### config.mk
export PLATFORM = sky130hd
export DESIGN_NAME = ssc_div255
export DESIGN_NICKNAME = d
export VERILOG_FILES = /design/src/ssc_pkg.sv /design/src/ssc_div255.sv
export SDC_FILE = /design/constraint.sdc
export NUM_CORES = 1
export LEC_CHECK = 0
export ABC_AREA = 0
export BUFFER_PORTS_ARGS = -buffer_cell sky130_fd_sc_hd__buf_4
export CORE_MARGIN = 8
export CORE_UTILIZATION = 50
export DETAILED_ROUTE_END_ITERATION = 10
export HOLD_SLACK_MARGIN = 0.1
export PLACE_DENSITY_LB_ADDON = 0.15
export SYNTH_ARGS = -nofsm -noshare
export SYNTH_HDL_FRONTEND = slang
export SYNTH_SLANG_ARGS = --single-unit
### constraint.sdc
create_clock -name clk -period 6.3 [get_ports clk]
set_clock_uncertainty 0.05 [all_clocks]
set_input_delay 0.63 -clock clk [delete_from_list [all_inputs] [get_ports clk]]
set_output_delay 0.63 -clock clk [all_outputs]
set_load 0.005 [all_outputs]
### src/ssc_pkg.sv
// Shared types and constants for the stroke stamp compositor.
package ssc_pkg;

  typedef enum logic [1:0] {
    CMD_INIT  = 2'd0,
    CMD_BEGIN = 2'd1,
    CMD_STAMP = 2'd2,
    CMD_READ  = 2'd3
  } cmd_t;

  localparam logic [1:0] REG_IMAGE_WIDTH  = 2'd0;
  localparam logic [1:0] REG_IMAGE_HEIGHT = 2'd1;
  localparam logic [1:0] REG_HEIGHT_STEP  = 2'd2;

  localparam int DEF_MAX_WIDTH  = 256;
  localparam int DEF_MAX_HEIGHT = 256;

  localparam logic [8:0]  RST_IMAGE_WIDTH  = 9'd256;
  localparam logic [8:0]  RST_IMAGE_HEIGHT = 9'd256;
  localparam logic [11:0] RST_HEIGHT_STEP  = 12'd4;

  localparam logic [8:0]  COV_FULL   = 9'd256;
  localparam logic [15:0] COUNT_MAX  = 16'hFFFF;
  localparam logic [23:0] HEIGHT_MAX = 24'hFFFFFF;

  // height numerator and quotient after division by 255
  localparam int NUM_W  = 33;
  localparam int QUOT_W = 26;

  typedef struct packed {
    logic [15:0] mark;
    logic [23:0] saved;
    logic [8:0]  best;
    logic [23:0] canvas;
    logic [23:0] height;
  } pix_t;

endpackage

### src/ssc_div255.sv
// Two-stage pipelined divider by the constant 255 for the height numerator.
module ssc_div255 import ssc_pkg::*; (
  input  logic              clk,
  input  logic [NUM_W-1:0]  num,
  output logic [QUOT_W-1:0] quot
);

  localparam logic [8:0] DIV_K = 9'd255;

  // x = 256q + l = 255q + (q + l): fold the high part down until the rest is small
  logic [24:0] q1;
  logic [25:0] r1;
  logic [17:0] q2;
  logic [18:0] r2;
  logic [25:0] qa;
  logic [18:0] rr;
  logic [10:0] q3;
  logic [11:0] r3;
  logic [3:0]  q4;
  logic [8:0]  r4;
  logic        corr;

  always_comb begin
    q1 = num[32:8];
    r1 = 26'(num[7:0]) + 26'(q1);
    q2 = r1[25:8];
    r2 = 19'(r1[7:0]) + 19'(q2);
  end

  always_ff @(posedge clk) begin
    qa <= 26'(q1) + 26'(q2);
    rr <= r2;
  end

  always_comb begin
    q3   = rr[18:8];
    r3   = 12'(rr[7:0]) + 12'(q3);
    q4   = r3[11:8];
    r4   = 9'(r3[7:0]) + 9'(q4);
    corr = (r4 >= DIV_K);
  end

  always_ff @(posedge clk) begin
    quot <= qa + 26'(q3) + 26'(q4) + 26'(corr);
  end

endmodule

==> results.sh, run 1 <==
export IMPL_synth_nets=714
export IMPL_cp_top_family="compound AO/OA/AOI/OAI gates"
export IMPL_place_hpwl_um=10600
export IMPL_cp_start_kind="flip-flop"
export IMPL_yosysUniqueCellTypes=70
export IMPL_synth_async_sr_flop_share_pct=0
export IMPL_htree_num_levels=3
export IMPL_grt_pass1_vias=4475
export IMPL_clk_latency_ns=0.35
export IMPL_crit_path_top_delay_cell="fa_2"
export IMPL_clockBufferDepth=2
export IMPL_synth_avg_cell_area_um2=8.97
export IMPL_place_gp_congestion=0.872
export IMPL_routedWlPerCell_um=15.6
export IMPL_dpl_cell_area_um2=6040
export IMPL_regToRegSetupSlack_ns=0.35
export IMPL_grtUsageMet1_pct=22.5
export IMPL_numPlacedInstances=802
export IMPL_design_area_um2=6290
export IMPL_clk_pin_slew_ns=0.08
export IMPL_fp_row_count=38
export IMPL_drv_slew=0
export IMPL_drt_first_pass_iters=5
export IMPL_fmax_mhz=168
export IMPL_synth_top_flop_cell="dfxtp_1"
export IMPL_syn_area_um2=5440
export IMPL_grt_use_met2_pct=28.5
export IMPL_drc_errors=0
export IMPL_start_util_pct=50.6
export IMPL_synth_cells=606
export IMPL_die_h_um=120
export IMPL_die_area_um2=14500
export IMPL_drt_wl_total_um=12800
export IMPL_area_growth_pct=15.7
export IMPL_grt_usage_pct=17.5
export IMPL_hold_viol_final=0
export IMPL_final_cell_mix="dfxtp_1 (70), ha_1 (64), buf_4 (61), xnor2_1 (52), nor2_1 (39)"
export IMPL_antenna_cells=0
export IMPL_ant_nets=0
export IMPL_slew_headroom_pct=55.2
export IMPL_nFillCells=988
export IMPL_drive_above_1_share_pct=17.4
export IMPL_critPathMaxStageDelay_ns=0.60
export IMPL_final_common_cell="dfxtp_1"
export IMPL_crit_type="reg2reg"
export IMPL_yosys_warnings=0
export IMPL_cap_violations=0
export IMPL_cp_max_fo=4
export IMPL_cp_required_ns=6.47
export IMPL_grt_busiest_layer="met2"
export IMPL_tightest_slew_ns=0.667
export IMPL_core_area_um2=10700
export IMPL_cts_tree="built"
export IMPL_setup_viol=0
export IMPL_worstPathArrival_ns=6.12
export IMPL_peakVddDrop_mv=0.184
export IMPL_power_mw=2.15
export IMPL_finalCriticalPeriod_ns=5.95
export IMPL_critPathCaptureType="flip-flop"
export IMPL_drtIter0Drc=232
export IMPL_via_count=4635
export IMPL_leakagePower_nw=2.75
export IMPL_numPortBuffers=59
export IMPL_viasPerCell=5.65
export IMPL_yosys_area_top_type_share_pct=26.1
export IMPL_dieWidth_um=120
export IMPL_grt_antenna_before_repair=0
export IMPL_fin_crit_sh_pct=94.4
export IMPL_seqCellArea_um2=1420
export IMPL_cts_num_sinks=71
export IMPL_root_buffer="clkbuf_8"
export IMPL_grt_max_degree=15
export IMPL_gr_total_overflow=0
export IMPL_setup_slack_ns=0.351
export IMPL_cts_buffers=9
export IMPL_synth_seq_cells=71
export IMPL_global_route_usage_met3_pct=3.96
export IMPL_synth_edff_count=0
export IMPL_hold_path_class="reg2reg"
export IMPL_place_ws_ns=-0.147
export IMPL_cp_buffers_inverters=2
export IMPL_ys_seq_area_share_pct=26.1
export IMPL_power_density_nw_per_um2=341
export IMPL_status="finished, final reports clean"
export IMPL_stdcell_count=820
export IMPL_rsz0062_at_grt="false"
export IMPL_ios=60
export IMPL_synth_area_leader_cell="dfxtp_1"
export IMPL_multiInputGateArea_um2=3920
export IMPL_synthTopCellsByArea="dfxtp_1 (26%), ha_1 (15%), xnor2_1 (8.4%)"
export IMPL_grt_pass1_wl_um=20900
export IMPL_layout_nets=783
-- flip-flops by register name, summed over array words and instances, names as in the netlist --
name  flops
quot     26
qa       26
rr       19
-- timing repair --
item                                    CTS  global route
pin swaps                                 0             6
resized for setup                         2            12
endpoints found under the setup margin    4            17
hold buffers                              0             0
buffers inserted                          0             2
cloned                                    0             0
-- cell type report --
cell class	instances	share of cell area, %
tap	140	2.78
multi-input combinational	495	62.2
clock inverter	7	0.915
sequential	71	22.6
clock buffer	9	1.97
timing repair buffer	61	7.28
inverter	37	2.21
-- layer usage --
metal	up-vias	share of wire (%)
li1	2356	-
met1	2143	46
met2	123	47
met3	13	5.6
met4	0	1.5
met5	-	0
-- per-stage QoR --
| stage | utilization (%) | setup TNS, ns | hold WS [ns] |
|---|---|---|---|
| 2_1_floorplan | - | 0 | 0.363 |
| 5_1_grt | 58.5 | 0 | 0.397 |
| 3_5_place_dp | 56.2 | -0.474 | 0.372 |
| 4_1_cts | 58.0 | 0 | 0.384 |
| 3_3_place_gp | 56.2 | 0 | 0.368 |
| 6_report | 58.5 | 0 | 0.382 |
-- power breakdown --
part / switching, mW / internal (mW) / total [mW]
registers: 0.0553 / 0.578 / 0.634
logic: 0.635 / 0.558 / 1.19
clock network: 0.173 / 0.147 / 0.320
total: 0.863 / 1.28 / 2.15
-- worst paths after layout --
path | cells past startpoint | from | endpoint
max | 26 | rr[9]$_DFF_P_ | quot[16]$_DFF_P_
min | 1 | qa[25]$_DFF_P_ | quot[25]$_DFF_P_
max reg2reg | 26 | rr[9]$_DFF_P_ | quot[16]$_DFF_P_
min reg2reg | 1 | qa[25]$_DFF_P_ | quot[25]$_DFF_P_
-- logic make-up after synthesis --
| group | count (synthesis) | synth area share, % |
|---|---|---|
| xor gates and xnor gates | 75 | 12.1 |
| and+or+nand+nor | 173 | 17.6 |
| buffers and inverters | 40 | 2.76 |
| AOI/OAI and AO/OA | 166 | 21.9 |
| muxes | 4 | 0.737 |
| other | 1 | 0.0690 |
| adders and majority gates | 76 | 18.8 |
| DFF | 71 | 26.1 |
-- cell usage after synthesis (11+ instances only) --
cell type / count
o21ai_0: 30
inv_1: 37
a21oi_1: 35
xnor2_1: 52
a21o_1: 13
dfxtp_1: 71
ha_1: 64
o21a_1: 11
nand2_1: 30
nand4_1: 18
and3_1: 14
a211oi_1: 18
nor2_1: 39
nand3_1: 18
xor2_1: 23
Note: power is estimated with default switching activity, not from simulation.
==> run 2, diff against run 1 <==
MAX_ROUTING_LAYER = met4   (was unset)
==> results.sh, run 2 (synthesized netlist as in run 1, its figures left out) <==
export IMPL_crit_type="reg2reg"
export IMPL_critPathCaptureType="flip-flop"
export IMPL_grt_usage_pct=18.0
export IMPL_fmax_mhz=169
export IMPL_ant_nets=0
export IMPL_drt_first_pass_iters=5
export IMPL_cts_num_sinks=71
export IMPL_gr_total_overflow=0
export IMPL_crit_path_top_delay_cell="fa_1"
export IMPL_core_area_um2=10700
export IMPL_setup_viol=0
export IMPL_area_growth_pct=16.5
export IMPL_clk_pin_slew_ns=0.08
export IMPL_power_density_nw_per_um2=350
export IMPL_cp_max_fo=4
export IMPL_status="finished, final reports clean"
export IMPL_grtUsageMet1_pct=22.1
export IMPL_viasPerCell=5.59
export IMPL_leakagePower_nw=2.78
export IMPL_slew_headroom_pct=58.8
export IMPL_fin_util_pct=58.9
export IMPL_drtIter0Drc=249
export IMPL_clk_latency_ns=0.35
export IMPL_drv_slew=0
export IMPL_stdcell_count=819
export IMPL_numPlacedInstances=802
export IMPL_grt_busiest_layer="met2"
export IMPL_min_to="quot[25]$_DFF_P_"
export IMPL_hold_path_class="reg2reg"
export IMPL_cp_buffers_inverters=3
export IMPL_die_area_um2=14500
export IMPL_root_buffer="clkbuf_8"
export IMPL_nFillCells=1002
export IMPL_grt_pass1_vias=4558
export IMPL_peakVddDrop_mv=0.194
export IMPL_fp_row_count=38
export IMPL_grt_pass1_wl_um=20900
export IMPL_cp_required_ns=6.48
export IMPL_routedWlPerCell_um=15.6
export IMPL_drc_errors=0
export IMPL_fin_crit_sh_pct=93.9
export IMPL_worstPathArrival_ns=6.10
export IMPL_design_area_um2=6330
export IMPL_final_cell_mix="dfxtp_1 (70), ha_1 (64), buf_4 (60), xnor2_1 (52), nor2_1 (39)"
export IMPL_tightest_slew_ns=0.610
export IMPL_final_common_cell="dfxtp_1"
export IMPL_dieWidth_um=120
export IMPL_layout_nets=782
export IMPL_ios=60
export IMPL_holdCritStartpoint="qa[25]$_DFF_P_"
export IMPL_grt_use_met2_pct=30.0
export IMPL_drive_above_1_share_pct=17.2
export IMPL_finalSetupTns_ns=0
export IMPL_htree_num_levels=3
export IMPL_place_gp_congestion=0.880
export IMPL_grt_antenna_before_repair=0
export IMPL_grt_max_degree=15
export IMPL_critPathMaxStageDelay_ns=0.50
export IMPL_cap_violations=0
export IMPL_die_h_um=120
export IMPL_r2r_end="quot[16]$_DFF_P_"
export IMPL_power_mw=2.22
export IMPL_reg2regPathDepth=27
export IMPL_regToRegSetupSlack_ns=0.38
export IMPL_global_route_usage_met3_pct=2.80
export IMPL_cts_buffers=9
export IMPL_hold_depth=1
export IMPL_numPortBuffers=59
export IMPL_antenna_cells=0
export IMPL_drt_wl_total_um=12800
export IMPL_clockBufferDepth=2
export IMPL_cts_tree="built"
export IMPL_top_regs="qa x26, quot x26, rr x19"
export IMPL_worstReg2RegStart="rr[9]$_DFF_P_"
export IMPL_via_count=4579
export IMPL_place_hpwl_um=10700
export IMPL_finalCriticalPeriod_ns=5.92
export IMPL_dpl_cell_area_um2=6040
export IMPL_cp_start_kind="flip-flop"
export IMPL_cp_top_family="compound AO/OA/AOI/OAI gates"
export IMPL_start_util_pct=50.6
export IMPL_hold_viol_final=0
-- run 2: where the power goes --
| group | internal (mW) | switching [mW] |
|---|---|---|
| Clock | 0.228 | 0.175 |
| Combinational | 0.550 | 0.632 |
| Sequential | 0.578 | 0.0546 |
-- run 2: cell type report --
| class | instances | area [um2] | area share [%] |
|---|---|---|---|
| clock buffers | 9 | 124 | 1.96 |
| clock inverters | 7 | 104 | 1.64 |
| inverters | 37 | 139 | 2.19 |
| multi-input cells | 495 | 3920 | 61.9 |
| flip-flops and latches | 71 | 1420 | 22.5 |
| well taps | 140 | 175 | 2.77 |
| repair buffers | 60 | 450 | 7.11 |
-- run 2: per-layer routing --
metal | wire length [um] | part of all wire, %
met1 | 6090 | 48
met2 | 5960 | 47
met3 | 600 | 4.7
met4 | 149 | 1.2
met5 | 0 | 0
-- run 2: worst register-to-register path, cell delays in order, from the launching register on --
cell,delay (ns)
dfxtp_1,0.38
ha_1,0.25
a21o_1,0.17
a21oi_1,0.23
o21bai_1,0.09
a21o_1,0.21
a21oi_2,0.19
nor4_1,0.07
a311o_1,0.41
fa_1,0.50
inv_1,0.11
xnor2_1,0.09
or2_2,0.29
mux2i_1,0.17
o311ai_1,0.14
a211oi_2,0.29
fa_1,0.44
ha_1,0.23
inv_1,0.07
fa_1,0.20
nor2b_1,0.06
o21a_1,0.19
o21ai_2,0.17
a211oi_2,0.09
buf_4,0.16
o31ai_4,0.28
a211oi_2,0.13
xor2_1,0.15
-- run 2: how the worst max path moves through the flow --
| stage | startpoint | endpoint | cells after the start |
|---|---|---|---|
| after global routing | rr[8]$_DFF_P_ | quot[18]$_DFF_P_ | 30 |
| final | rr[9]$_DFF_P_ | quot[16]$_DFF_P_ | 27 |
| after CTS | rr[8]$_DFF_P_ | quot[16]$_DFF_P_ | 29 |
| after global placement | rr[8]$_DFF_P_ | quot[18]$_DFF_P_ | 29 |
| after detailed placement | rr[8]$_DFF_P_ | quot[14]$_DFF_P_ | 29 |
| after floorplan | rr[9]$_DFF_P_ | quot[14]$_DFF_P_ | 26 |
-- run 2: per-stage QoR --
stage                     worst slack [ns]  hold WS [ns]
final                                0.381         0.381
after floorplan                      0.625         0.363
after detailed placement           -0.0224         0.372
after global routing              -0.00270         0.397
after global placement               0.262         0.368
after CTS                           0.0897         0.384
-- run 2: timing repair --
action,in CTS,in global routing
buffers inserted,0,1
endpoints found under the setup margin,3,17
pin swaps,0,4
hold buffers,0,0
gates resized for setup,1,13
